<file path="src/hdl/bounded_sequential_record_list_macros.svh">
// assertion macros for the record list
`ifndef BOUNDED_SEQUENTIAL_RECORD_LIST_MACROS_SVH
`define BOUNDED_SEQUENTIAL_RECORD_LIST_MACROS_SVH

`ifndef ASSERT_OFF
`define BSRL_ASSERT_IMP(lbl, clk, rst, ante, cons) \
  lbl: assert property (@(posedge clk) disable iff (rst) (ante) |-> (cons)) \
    else $error("bsrl: same-cycle check failed");
`define BSRL_ASSERT_NXT(lbl, clk, rst, ante, cons) \
  lbl: assert property (@(posedge clk) disable iff (rst) (ante) |=> (cons)) \
    else $error("bsrl: next-cycle check failed");
`else
`define BSRL_ASSERT_IMP(lbl, clk, rst, ante, cons)
`define BSRL_ASSERT_NXT(lbl, clk, rst, ante, cons)
`endif

`endif

</file>
<file path="src/hdl/bsrl_pkg.sv">
`timescale 1ns / 1ps
`default_nettype none

package bsrl_pkg;

  localparam int CAPACITY_DEF     = 64;
  localparam int PAYLOAD_BITS_DEF = 32;

  typedef logic [3:0] op_t;

  localparam op_t OP_APPEND       = 4'd0;
  localparam op_t OP_PREPEND      = 4'd1;
  localparam op_t OP_INSERT       = 4'd2;
  localparam op_t OP_READ         = 4'd3;
  localparam op_t OP_FIND         = 4'd4;
  localparam op_t OP_REMOVE       = 4'd5;
  localparam op_t OP_REMOVE_LAST  = 4'd6;
  localparam op_t OP_REMOVE_FIRST = 4'd7;
  localparam op_t OP_REMOVE_SWAP  = 4'd8;

  localparam logic STATUS_OK  = 1'b0;
  localparam logic STATUS_ERR = 1'b1;

  typedef struct packed {
    op_t                op;
    logic signed [31:0] key;
    logic [31:0]        payload;
    logic [6:0]         position;
  } cmd_t;

  typedef struct packed {
    logic               status;
    logic signed [31:0] found_key;
    logic [31:0]        found_payload;
    logic [6:0]         entry_count;
    logic               is_full_flag;
    logic               is_empty_flag;
  } rsp_t;

  typedef enum logic [3:0] {
    ST_IDLE,
    ST_CMD,
    ST_SCAN,
    ST_SHUP,
    ST_SHDN,
    ST_SWRD,
    ST_SWWR,
    ST_RDCAP,
    ST_RESP
  } state_t;

endpackage

`default_nettype wire

</file>
<file path="src/hdl/bsrl_store.sv">
`timescale 1ns / 1ps
`default_nettype none

module bsrl_store #(
  parameter int CAPACITY     = bsrl_pkg::CAPACITY_DEF,
  parameter int PAYLOAD_BITS = bsrl_pkg::PAYLOAD_BITS_DEF
) (
  input  wire logic                        clk,
  input  wire logic                        rd_en,
  input  wire logic [$clog2(CAPACITY)-1:0] rd_addr,
  output logic signed [31:0]               rd_key,
  output logic [PAYLOAD_BITS-1:0]          rd_pay,
  input  wire logic                        wr_en,
  input  wire logic [$clog2(CAPACITY)-1:0] wr_addr,
  input  wire logic signed [31:0]          wr_key,
  input  wire logic [PAYLOAD_BITS-1:0]     wr_pay
);

  logic signed [31:0]      keys [CAPACITY];
  logic [PAYLOAD_BITS-1:0] pays [CAPACITY];

  always_ff @(posedge clk) begin
    if (wr_en) begin
      keys[wr_addr] <= wr_key;
      pays[wr_addr] <= wr_pay;
    end
  end

  always_ff @(posedge clk) begin
    if (rd_en) begin
      rd_key <= keys[rd_addr];
      rd_pay <= pays[rd_addr];
    end
  end

endmodule

`default_nettype wire

</file>
<file path="src/hdl/bsrl_seq.sv">
`timescale 1ns / 1ps
`default_nettype none
`include "bounded_sequential_record_list_macros.svh"

module bsrl_seq #(
  parameter int CAPACITY     = bsrl_pkg::CAPACITY_DEF,
  parameter int PAYLOAD_BITS = bsrl_pkg::PAYLOAD_BITS_DEF
) (
  input  wire logic                        clk,
  input  wire logic                        rst,
  input  wire logic                        start,
  output logic                             busy,
  input  wire bsrl_pkg::cmd_t              cmd,
  output logic                             done,
  output bsrl_pkg::rsp_t                   rsp,
  output logic                             rd_en,
  output logic [$clog2(CAPACITY)-1:0]      rd_addr,
  input  wire logic signed [31:0]          rd_key,
  input  wire logic [PAYLOAD_BITS-1:0]     rd_pay,
  output logic                             wr_en,
  output logic [$clog2(CAPACITY)-1:0]      wr_addr,
  output logic signed [31:0]               wr_key,
  output logic [PAYLOAD_BITS-1:0]          wr_pay
);

  localparam int AW   = $clog2(CAPACITY);
  localparam int CW   = $clog2(CAPACITY + 1);
  localparam int PW   = (CW > 7) ? CW : 7;
  localparam int PMIN = (PAYLOAD_BITS < 32) ? PAYLOAD_BITS : 32;

  bsrl_pkg::state_t state, state_next;

  logic [CW-1:0]           cnt, cnt_next;
  logic [CW-1:0]           idx, idx_next;
  logic [CW-1:0]           at, at_next;
  logic [CW-1:0]           chk, chk_next;
  logic                    chk_vld, chk_vld_next;
  logic                    pv, pv_next;
  logic [AW-1:0]           wa, wa_next;
  bsrl_pkg::op_t           op, op_next;
  logic signed [31:0]      key, key_next;
  logic [PAYLOAD_BITS-1:0] pay, pay_next;
  logic [6:0]              pos, pos_next;
  logic                    status, status_next;
  logic signed [31:0]      res_key, res_key_next;
  logic [PAYLOAD_BITS-1:0] res_pay, res_pay_next;

  logic [PAYLOAD_BITS-1:0] pay_in;
  logic [31:0]             res_pay32;
  logic                    cmp_lt, cmp_eq, match, found;
  logic                    cnt_full, cnt_zero;
  logic [PW-1:0]           pos_ext, cnt_ext, pos_m1;
  logic [CW-1:0]           idx_m1, cnt_m1;

  always_comb begin
    pay_in = '0;
    for (int b = 0; b < PMIN; b++) pay_in[b] = cmd.payload[b];
  end

  always_comb begin
    res_pay32 = '0;
    for (int b = 0; b < PMIN; b++) res_pay32[b] = res_pay[b];
  end

  // shared compare unit
  assign cmp_lt = rd_key < key;
  assign cmp_eq = rd_key == key;
  assign match  = (op == bsrl_pkg::OP_INSERT) ? !cmp_lt : cmp_eq;
  assign found  = chk_vld && match;

  assign cnt_full = cnt == CW'(CAPACITY);
  assign cnt_zero = cnt == '0;
  assign pos_ext  = PW'(pos);
  assign cnt_ext  = PW'(cnt);
  assign pos_m1   = pos_ext - PW'(1);
  assign idx_m1   = idx - CW'(1);
  assign cnt_m1   = cnt - CW'(1);

  always_ff @(posedge clk) begin
    if (rst) begin
      state <= bsrl_pkg::ST_IDLE;
    end else begin
      state <= state_next;
    end
  end

  always_ff @(posedge clk) begin
    if (rst) begin
      cnt     <= '0;
      idx     <= '0;
      chk_vld <= 1'b0;
      pv      <= 1'b0;
    end else begin
      cnt     <= cnt_next;
      idx     <= idx_next;
      chk_vld <= chk_vld_next;
      pv      <= pv_next;
    end
  end

  always_ff @(posedge clk) begin
    at      <= at_next;
    chk     <= chk_next;
    wa      <= wa_next;
    op      <= op_next;
    key     <= key_next;
    pay     <= pay_next;
    pos     <= pos_next;
    status  <= status_next;
    res_key <= res_key_next;
    res_pay <= res_pay_next;
  end

  always_comb begin
    state_next   = state;
    cnt_next     = cnt;
    idx_next     = idx;
    at_next      = at;
    chk_next     = chk;
    chk_vld_next = chk_vld;
    pv_next      = pv;
    wa_next      = wa;
    op_next      = op;
    key_next     = key;
    pay_next     = pay;
    pos_next     = pos;
    status_next  = status;
    res_key_next = res_key;
    res_pay_next = res_pay;
    rd_en        = 1'b0;
    rd_addr      = '0;
    wr_en        = 1'b0;
    wr_addr      = '0;
    wr_key       = key;
    wr_pay       = pay;
    done         = 1'b0;

    unique case (state)
      bsrl_pkg::ST_IDLE: begin
        if (start) begin
          op_next      = cmd.op;
          key_next     = cmd.key;
          pay_next     = pay_in;
          pos_next     = cmd.position;
          status_next  = bsrl_pkg::STATUS_OK;
          res_key_next = '0;
          res_pay_next = '0;
          state_next   = bsrl_pkg::ST_CMD;
        end
      end

      bsrl_pkg::ST_CMD: begin
        idx_next     = '0;
        chk_vld_next = 1'b0;
        pv_next      = 1'b0;
        state_next   = bsrl_pkg::ST_RESP;
        unique case (op) inside
          bsrl_pkg::OP_APPEND: begin
            if (cnt_full) begin
              status_next = bsrl_pkg::STATUS_ERR;
            end else begin
              wr_en    = 1'b1;
              wr_addr  = cnt[AW-1:0];
              cnt_next = cnt + CW'(1);
            end
          end
          bsrl_pkg::OP_PREPEND: begin
            if (cnt_full) begin
              status_next = bsrl_pkg::STATUS_ERR;
            end else begin
              at_next    = '0;
              idx_next   = cnt;
              state_next = bsrl_pkg::ST_SHUP;
            end
          end
          bsrl_pkg::OP_INSERT: begin
            if (cnt_full) begin
              status_next = bsrl_pkg::STATUS_ERR;
            end else begin
              state_next = bsrl_pkg::ST_SCAN;
            end
          end
          bsrl_pkg::OP_READ: begin
            if (pos_ext == '0 || pos_ext > cnt_ext) begin
              status_next = bsrl_pkg::STATUS_ERR;
            end else begin
              rd_en      = 1'b1;
              rd_addr    = pos_m1[AW-1:0];
              state_next = bsrl_pkg::ST_RDCAP;
            end
          end
          bsrl_pkg::OP_FIND: begin
            state_next = bsrl_pkg::ST_SCAN;
          end
          bsrl_pkg::OP_REMOVE, bsrl_pkg::OP_REMOVE_SWAP: begin
            if (cnt_zero) begin
              status_next = bsrl_pkg::STATUS_ERR;
            end else begin
              state_next = bsrl_pkg::ST_SCAN;
            end
          end
          bsrl_pkg::OP_REMOVE_LAST: begin
            if (cnt_zero) begin
              status_next = bsrl_pkg::STATUS_ERR;
            end else begin
              cnt_next = cnt_m1;
            end
          end
          bsrl_pkg::OP_REMOVE_FIRST: begin
            if (cnt_zero) begin
              status_next = bsrl_pkg::STATUS_ERR;
            end else begin
              idx_next   = CW'(1);
              state_next = bsrl_pkg::ST_SHDN;
            end
          end
          default: begin
            status_next = bsrl_pkg::STATUS_ERR;
          end
        endcase
      end

      // one read issued per cycle, compare on the word read the cycle before
      bsrl_pkg::ST_SCAN: begin
        if (found) begin
          at_next = chk;
          case (op)
            bsrl_pkg::OP_INSERT: begin
              idx_next   = cnt;
              state_next = bsrl_pkg::ST_SHUP;
            end
            bsrl_pkg::OP_REMOVE: begin
              idx_next   = chk + CW'(1);
              state_next = bsrl_pkg::ST_SHDN;
            end
            bsrl_pkg::OP_REMOVE_SWAP: begin
              state_next = bsrl_pkg::ST_SWRD;
            end
            default: begin
              res_key_next = rd_key;
              res_pay_next = rd_pay;
              state_next   = bsrl_pkg::ST_RESP;
            end
          endcase
        end else if (idx >= cnt && !chk_vld) begin
          at_next = cnt;
          case (op)
            bsrl_pkg::OP_INSERT: begin
              idx_next   = cnt;
              state_next = bsrl_pkg::ST_SHUP;
            end
            bsrl_pkg::OP_FIND: begin
              status_next = bsrl_pkg::STATUS_ERR;
              state_next  = bsrl_pkg::ST_RESP;
            end
            default: begin
              state_next = bsrl_pkg::ST_RESP;
            end
          endcase
        end else if (idx < cnt) begin
          rd_en        = 1'b1;
          rd_addr      = idx[AW-1:0];
          chk_next     = idx;
          chk_vld_next = 1'b1;
          idx_next     = idx + CW'(1);
        end else begin
          chk_vld_next = 1'b0;
        end
      end

      // move words up one slot, top first, then place the new word
      bsrl_pkg::ST_SHUP: begin
        if (pv) begin
          wr_en   = 1'b1;
          wr_addr = wa;
          wr_key  = rd_key;
          wr_pay  = rd_pay;
        end
        if (idx > at) begin
          rd_en    = 1'b1;
          rd_addr  = idx_m1[AW-1:0];
          wa_next  = idx[AW-1:0];
          pv_next  = 1'b1;
          idx_next = idx_m1;
        end else if (pv) begin
          pv_next = 1'b0;
        end else begin
          wr_en      = 1'b1;
          wr_addr    = at[AW-1:0];
          cnt_next   = cnt + CW'(1);
          state_next = bsrl_pkg::ST_RESP;
        end
      end

      // move words down one slot into the hole
      bsrl_pkg::ST_SHDN: begin
        if (pv) begin
          wr_en   = 1'b1;
          wr_addr = wa;
          wr_key  = rd_key;
          wr_pay  = rd_pay;
        end
        if (idx < cnt) begin
          rd_en    = 1'b1;
          rd_addr  = idx[AW-1:0];
          wa_next  = idx_m1[AW-1:0];
          pv_next  = 1'b1;
          idx_next = idx + CW'(1);
        end else if (pv) begin
          pv_next = 1'b0;
        end else begin
          cnt_next   = cnt_m1;
          state_next = bsrl_pkg::ST_RESP;
        end
      end

      bsrl_pkg::ST_SWRD: begin
        rd_en      = 1'b1;
        rd_addr    = cnt_m1[AW-1:0];
        state_next = bsrl_pkg::ST_SWWR;
      end

      bsrl_pkg::ST_SWWR: begin
        wr_en      = 1'b1;
        wr_addr    = at[AW-1:0];
        wr_key     = rd_key;
        wr_pay     = rd_pay;
        cnt_next   = cnt_m1;
        state_next = bsrl_pkg::ST_RESP;
      end

      bsrl_pkg::ST_RDCAP: begin
        res_key_next = rd_key;
        res_pay_next = rd_pay;
        state_next   = bsrl_pkg::ST_RESP;
      end

      bsrl_pkg::ST_RESP: begin
        done       = 1'b1;
        state_next = bsrl_pkg::ST_IDLE;
      end

      default: begin
        state_next = bsrl_pkg::ST_IDLE;
      end
    endcase
  end

  assign busy = state != bsrl_pkg::ST_IDLE;

  assign rsp.status        = status;
  assign rsp.found_key     = res_key;
  assign rsp.found_payload = res_pay32;
  assign rsp.entry_count   = 7'(cnt);
  assign rsp.is_full_flag  = cnt_full;
  assign rsp.is_empty_flag = cnt_zero;

  `BSRL_ASSERT_NXT(a_accept_busy, clk, rst, start && !busy, busy)
  `BSRL_ASSERT_NXT(a_done_pulse, clk, rst, done, !done)
  `BSRL_ASSERT_IMP(a_wr_in_list, clk, rst, wr_en, CW'(wr_addr) <= cnt)
  `BSRL_ASSERT_NXT(a_idle_count, clk, rst, state == bsrl_pkg::ST_IDLE, $stable(cnt))
  `BSRL_ASSERT_IMP(a_cnt_cap, clk, rst, done, cnt <= CW'(CAPACITY))

endmodule

`default_nettype wire

</file>
<file path="src/hdl/bounded_sequential_record_list.sv">
// Bounded list of records (signed key plus payload) held in slots 0..count-1.
// Command word: cmd (op, key, payload, position), accepted on a rising edge
// with start high and busy low. busy stays high until the result is shown.
// Result word: rsp (status, found_key, found_payload, entry_count, full and
// empty flags), valid for exactly one cycle while done is high; the receiver
// cannot stall it and must take it in that cycle.
// From the command state, append, remove last, an unused op and a rejected
// append, prepend, insert, read or remove go straight to the result state;
// read by position first captures the read word. Find and the removes by key
// scan the slots up to the match (all of them on a miss); remove by key with
// swap then reads the last slot and writes it into the hole. Prepend and
// sorted insert shift words up, remove first and remove by key with shift
// shift words down. busy falls in the cycle after done, so the next word is
// taken no earlier than the cycle after the result. The slot memory has a
// single read and a single write port: one slot is searched or moved per
// cycle. One command is in flight at a time.
// Reset empties the list at once (count cleared, no memory sweep); slot
// contents are left as they are and only slots below count are ever read.
`timescale 1ns / 1ps
`default_nettype none

module bounded_sequential_record_list #(
  parameter int CAPACITY     = bsrl_pkg::CAPACITY_DEF,
  parameter int PAYLOAD_BITS = bsrl_pkg::PAYLOAD_BITS_DEF
) (
  input  wire logic           clk,
  input  wire logic           rst,
  input  wire logic           start,
  output logic                busy,
  input  wire bsrl_pkg::cmd_t cmd,
  output logic                done,
  output bsrl_pkg::rsp_t      rsp
);

  localparam int AW = $clog2(CAPACITY);

  logic                    rd_en, wr_en;
  logic [AW-1:0]           rd_addr, wr_addr;
  logic signed [31:0]      rd_key, wr_key;
  logic [PAYLOAD_BITS-1:0] rd_pay, wr_pay;

  bsrl_seq #(
    .CAPACITY    (CAPACITY),
    .PAYLOAD_BITS(PAYLOAD_BITS)
  ) u_seq (
    .clk    (clk),
    .rst    (rst),
    .start  (start),
    .busy   (busy),
    .cmd    (cmd),
    .done   (done),
    .rsp    (rsp),
    .rd_en  (rd_en),
    .rd_addr(rd_addr),
    .rd_key (rd_key),
    .rd_pay (rd_pay),
    .wr_en  (wr_en),
    .wr_addr(wr_addr),
    .wr_key (wr_key),
    .wr_pay (wr_pay)
  );

  bsrl_store #(
    .CAPACITY    (CAPACITY),
    .PAYLOAD_BITS(PAYLOAD_BITS)
  ) u_store (
    .clk    (clk),
    .rd_en  (rd_en),
    .rd_addr(rd_addr),
    .rd_key (rd_key),
    .rd_pay (rd_pay),
    .wr_en  (wr_en),
    .wr_addr(wr_addr),
    .wr_key (wr_key),
    .wr_pay (wr_pay)
  );

endmodule

`default_nettype wire

</file>
<file path="config.mk">
export PLATFORM = sky130hd
export DESIGN_NAME = bounded_sequential_record_list
export DESIGN_NICKNAME = d
export VERILOG_FILES = /design/src/hdl/bsrl_pkg.sv /design/src/hdl/bsrl_store.sv /design/src/hdl/bsrl_seq.sv /design/src/hdl/bounded_sequential_record_list.sv
export VERILOG_INCLUDE_DIRS = /design/src /design/src/hdl
export SDC_FILE = /design/constraint.sdc
export NUM_CORES = 2
export LEC_CHECK = 0
export ABC_AREA = 1
export BUFFER_PORTS_ARGS = -buffer_cell sky130_fd_sc_hd__buf_2
export CAP_MARGIN = 30
export CORE_AREA = 4 4 764 766
export DETAILED_ROUTE_END_ITERATION = 12
export DIE_AREA = 0 0 768 770
export GPL_ROUTABILITY_DRIVEN = 0
export PLACE_DENSITY = 0.42
export SYNTH_ARGS = -nofsm -noshare
export SYNTH_HDL_FRONTEND = slang
export SYNTH_SLANG_ARGS = --single-unit
</file>
<file path="constraint.sdc">
create_clock -name clk -period 11.65 [get_ports clk]
set_input_delay 2.9125 -clock clk [delete_from_list [all_inputs] [get_ports clk]]
set_output_delay 2.9125 -clock clk [all_outputs]
set_load 0.01 [all_outputs]
</file>
# Yosys cells after proc, flatten, opt, wreduce, memory -nomap -nowiden

Memory sizes are Yosys's and may differ from the RTL's. A register that Yosys moved wholly into a read port is not among the register bits.
Cells that the tools add are included.

Register bits after elaboration: 180
RAM bits: 4096
Input port bits: 78
Word-level logic and storage cells: 201
Memories kept: 2

$add $sub $neg: 6
$lt $le $gt $ge: 5
Equality and inequality tests: 43
Mux-type cells: 95
Bitwise logic cells: 2
Reduce and logical (&&, ||, !) cells: 33

Memory list:

| name         | depth | width | rd ports | clocked after Yosys merged registers in | wr ports | RTL line         | RTL |
|---|---|---|---|---|---|---|---|
| u_store.keys | 64    | 32    | 1        | 1                                       | 1        | bsrl_store.sv:19 | `logic signed [31:0] keys [CAPACITY];` |
| u_store.pays | 64    | 32    | 1        | 1                                       | 1        | bsrl_store.sv:20 | `logic [PAYLOAD_BITS-1:0] pays [CAPACITY];` |

Operator list:

| cell                | number |
|---|---|
| $mux 32             | 7 |
| $pmux 32 s3         | 2 |
| $pmux 32 s2         | 2 |
| $mux 7              | 16 |
| $mux 6              | 13 |
| $pmux 7 s2          | 4 |
| $pmux 7 s4          | 2 |
| $mux 4              | 12 |
| $eq 32x32->1        | 1 |
| $eq 4x3->1 const B  | 8 |
| $lt 32x32->1        | 1 |
| $pmux 6 s5          | 1 |
| $pmux 4 s7          | 1 |
| $mux 1              | 25 |
| $pmux 4 s6          | 1 |
| $pmux 6 s4          | 1 |
| $add 7x1->7 const B | 3 |
| $ne 2x2->1 const B  | 10 |
| $reduce_and 4->1    | 5 |
| $eq 4x2->1 const B  | 4 |
| $gt 7x7->1          | 2 |
| $logic_not 7->1     | 2 |
| $sub 7x1->7 const B | 2 |
| $ne 2x1->1 const B  | 6 |
| 32 further kinds    | 53 |

# Longest topological paths before layout

Depth after elaboration: 6
Mapped depth: 29
Gate-level depth less buffers: 26

# Cells and area by module

From an unflattened synthesis, not the netlist that was laid out.

Cells, all modules: 14598
Area, all modules: 176390.4 µm²

Modules (own cells, without submodules):

| module     | instances | cells an instance | area each (µm²) | seq. area each (µm²) |
|---|---|---|---|---|
| bsrl_store | 1         | 13408             | 165755.2        | 124919.8 |
| bsrl_seq   | 1         | 1190              | 10635.2         | 5205.0 |

# Worst setup path after synthesis

No wires, ideal clock.

Path kind: input port to flip-flop
Start point: input port start
End point: register u_seq.res_key[0] (enable)
Setup time: 0.581 ns
Data arrival time: 7.852 ns
Data required time: 11.069 ns
Setup slack: 3.216 ns
Stages: 4
Cell sequence: nor2_1 > inv_1 > o21ai_0 > a211oi_1

Cells in the longest elaborated chain, start to end: 2

Ends and longest elaborated chain:

| item                       | RTL line                             | RTL |
|---|---|---|
| start, declared            | bounded_sequential_record_list.sv:28 | `input wire logic start,` |
| $ne 2x2->1 (no line)       | --                                   |  |
| $reduce_and 4->1 (no line) | --                                   |  |
| end signal, assigned       | bsrl_seq.sv:110                      | `res_key <= res_key_next;` |
| end, declared              | bsrl_seq.sv:45                       | `logic signed [31:0] res_key, res_key_next;` |

Every way passes these cells.
A chain may end at the register's enable or synchronous reset.

# Worst setup path after layout

Start point: register u_seq.cnt[4]
End point: register u_store.rd_key[4] (read register of u_store.keys), data pin

Cells in the longest elaborated chain, start to end: 5
Elaborated cells between the ends (all ways): 18

Ends and longest elaborated chain:

| item                                            | RTL line                         | RTL |
|---|---|---|
| start, declared                                 | bsrl_seq.sv:33                   | `logic [CW-1:0] cnt, cnt_next;` |
| start signal, assigned                          | bsrl_seq.sv:94                   | `cnt <= cnt_next;` |
| $lt 7x7->1 (tied with other cells)              | bsrl_seq.sv:260, bsrl_seq.sv:303 |  |
| $mux 6 (tied with other cells)                  | bsrl_seq.sv:260, bsrl_seq.sv:303 |  |
| $mux 6 (tied with other cells)                  | bsrl_seq.sv:245                  | `end else if (idx >= cnt && !chk_vld) begin` |
| $mux 6 (tied with other cells)                  | bsrl_seq.sv:225                  | `if (found) begin` |
| $pmux 6 s5 / $pmux 1 s5 (equally long branches) | bsrl_seq.sv:138                  | `unique case (state)` |
| end, declared                                   | bsrl_store.sv:11                 | `output logic signed [31:0] rd_key,` |

Parallel ways exist; a longest one is shown, timed or not.

==> impl_results.md <==
- I/O Buffers: about 150
- Avg Inst Size Synth: roughly 12 um^2
- Initial Util: 30.98%
- Cts-stage hold buffer count: 0
- Clk_lat worst skew: 1.04 ns
- Worst VDD drop: about 0.14 mV
- Period minus WS final: 6.914 ns
- Clock buffer count from CTS: approximately 470
- First-pass GRT wire length: 984.7 mm
- Reg-to-Reg Start: u_seq.cnt[4]
- Remaining antenna violation count: 0
- Largest net degree at the start of global routing: 180
- CTS tree: yes
- Postcts setup bufs: 0
- Multi-input gate area: around 44000 um^2
- Detailed Route WL: 713.4 mm
- Tightest Pin Transition: approximately 1.1 ns
- Vias in the first global route: 117628
- Final Hold Fails: 0
- Root Driver: clkbuf_16
- CP Data Arrival Time: about 7.5 ns
- Die Area: around 600000 um^2
- Met2 wire length: approximately 330 mm
- Initial antenna violation count: 61
- Commonest non-fill, non-tap cell in the layout: nand3_1
- Most frequent cells in the layout: nand3_1, edfxtp_1, nand2_1
- Max Root-Sink Buffers: 4
- FF+latch count, synth: 4340
- Final setup fails: 0
- Max_cap viols: 0
- TNS Setup: 0 ns
- DRC viols: 0
- Period Utilization, post-route: 59.34%
- Fillers: 56781
- Core box area: 576300 um^2
- Total GRT Usage: 23.29%
- Mean routed wirelength per cell: 30.99 um
- Clock-pin slew on the worst setup and hold paths: roughly 0.070 ns
- Status: finished clean
- Cts repair resizes: 0
- Tot Pwr: 37.03 mW
- Yosys warnings: 0
- Slew HR: between 20% and 30%
- Post-Synthesis Cells: 14870
- Register area share after synthesis: 72.87%
- Layout Skew: 0.08631 ns
- Die height: 770 um
- Synthesis-to-layout area growth: 13.96%
- DIE WIDTH: 768 um
- Total vias in the final route: about 120k
- # rows: 279
- FFs w/ async S/R, synth: 0%
- Pwr dens: 182.0 nW/um^2
- P_int: about 27 mW
- Met1 Wirelength: 315.9 mm
- Synthesized cell area: 178600 um^2
- Sinks on Clock Net: 4340
- Worst hold path type: register to register
- Netlist cell types: 52
- Max Fanout on Critical Path: 38
- Routed vias/inst: ~5.3
- Overflow after GRT: 0
- Crit path launch: u_seq.cnt[4]
- Combinational share of power: between 10% and 20%
- Leakage power: 70.01 nW
- Power share of the clock group: between 30% and 40%
- EDFF count, synth: roughly 4300
- FF/Latch Area: around 130000 um^2
- H-tree depth: 5
- Slew Viols, Final: 0
- Hold path start: u_seq.chk_vld
- Number of DRC markers in iteration 0: 14690
- Final Non-Filler Cells: 23018
- CP required: about 12 ns
- # nets final: 14975
- Inst Count DP: 22087
- Worst setup path category: register to register
- Synthesized Nets: approximately 15000
- Fmax: 144.6 MHz
- Endpoint type of the worst setup path: register
- Net Sw Frac: a little over a quarter
- Routed met3 length: 44.04 mm
- NetSw: about 10 mW
- Drt first pass iters: 6
- I/O pin total: roughly 150
- Startpoint Class: register
- Share of cells above drive strength 1: around 8.7%
- Share of power burned in registers: between 50% and 60%
- Ys flop type: edfxtp_1
- Unrepaired setup endpoints after global routing: false
- Post-DP HPWL: 361.4 mm
- DR top layer: met5
synthesized netlist by cell type (2+ instances only):
library cell,instances,area [um^2]
nand3_1,4932,24680
edfxtp_1,4320,129700
nand2_1,3568,13390
buf_2,531,2658
clkbuf_1,346,1299
inv_1,292,1096
nor2_1,219,822.0
nand3b_1,93,698.2
buf_1,84,315.3
buf_4,80,600.6
o21ai_0,78,390.4
ha_1,61,763.2
a21oi_1,42,210.2
o31ai_1,34,255.2
buf_6,21,236.5
dfxtp_1,20,400.4
nor3_1,20,100.1
inv_2,18,67.56
xor2_1,17,148.9
nand4_1,10,62.56
o22ai_1,10,62.56
a31oi_1,7,43.79
nand2_2,7,43.79
a221oi_1,5,43.79
nor4_1,5,31.28
xnor2_1,5,43.79
o211ai_1,4,30.03
o221ai_1,4,35.03
nand2_4,3,33.78
nor2_2,3,18.77
o21a_1,3,22.52
a211oi_1,2,15.01
a21o_1,2,15.01
nor2_4,2,22.52
o2111ai_1,2,17.52
o21ai_1,2,10.01
o221a_2,2,22.52
o41ai_1,2,17.52
routing by layer:
layer	track usage (%)	vias up
li1	-	53721
met1	33.24	63769
met2	37.27	4705
met3	2.643	944
met4	7.180	4
met5	0	-
kinds of logic (layout without fill, tap and decap cells):
family	Yosys count	in the layout	share of synthesized area [%]
buffers and inverters	1375	1717	3.521
DFF	4340	4340	72.87
AOI/OAI and AO/OA	208	208	0.7175
xor gates and xnor gates	22	22	0.1079
adders and majority gates	61	61	0.4274
and+or+nand+nor	8864	8864	22.36
other	0	79	0
flip-flops by register name (all words and copies together), names as in the netlist, 6 cells and up:
name            cells
u_store.rd_key     32
u_seq.chk           7
u_seq.idx           7
u_seq.pay          32
u_seq.res_key      32
u_seq.at            7
u_seq.pos           7
u_store.pays     2048
u_seq.wa            6
u_seq.cnt           7
u_store.keys     2048
u_store.rd_pay     32
u_seq.key          32
u_seq.res_pay      32
path summary, 6_finish.rpt:
check	end	slack (ns)	cells after the start
setup / recovery	u_store.rd_key[4]	4.74	23
setup reg to reg	u_store.rd_key[4]	4.74	23
hold / removal	u_seq.chk_vld	0.50	2
hold reg to reg	u_seq.chk_vld	0.50	2
cell type report:
type,instances,area share [%]
Clock buffer,609,6.151
Tap cell,7727,4.751
Clock inverter,243,0.8491
Sequential cell,4340,63.94
Antenna cell,79,0.09714
Multi-Input combinational cell,9155,21.40
Timing Repair Buffer,553,2.204
Inverter,312,0.6044
worst max-delay path, cell delays in order, from the launching register on:
cell      delay, ns
dfxtp_1        0.51
inv_1          0.22
ha_1           0.36
a21oi_1        0.21
nor2_1         0.09
a211oi_2       0.23
nand2_2        0.16
inv_2          0.14
nand2_1        0.08
nand2_2        0.09
inv_2          0.09
nor2_4         0.14
nand2_4        0.13
inv_2          0.09
nand2_2        0.11
o21ai_4        0.75
buf_4          0.63
buf_4          0.78
buf_4          0.69
nand3_1        0.20
nand3_1        0.12
nand2_1        0.07
nand2_1        0.06
nand2_1        0.39
power groups by stage:
stage | logic, mW | clock network (mW) | registers (mW)
floorplan | 2.02 | 0 | 19.0
global placement | 4.07 | 0 | 19.0
detailed placement | 4.04 | 0 | 19.0
CTS | 4.05 | 14.5 | 18.7
global route | 4.32 | 15.2 | 18.7
finish | 4.05 | 14.3 | 18.7
through the flow:
stage | hold WS [ns] | util (%) | setup slack (ns) | instance area [um^2]
final | 0.4960 | 35.31 | 4.736 | 203500
after global routing | 0.5179 | 35.30 | 4.652 | 203500
after CTS | 0.4939 | 35.27 | 4.930 | 203300
after detailed placement | 0.4785 | 32.80 | 4.930 | 189100
after global placement | 0.5008 | 32.75 | 4.884 | 188800
after floorplan | 0.4505 | - | 3.216 | 178600
(Power assumes the default switching activity.)
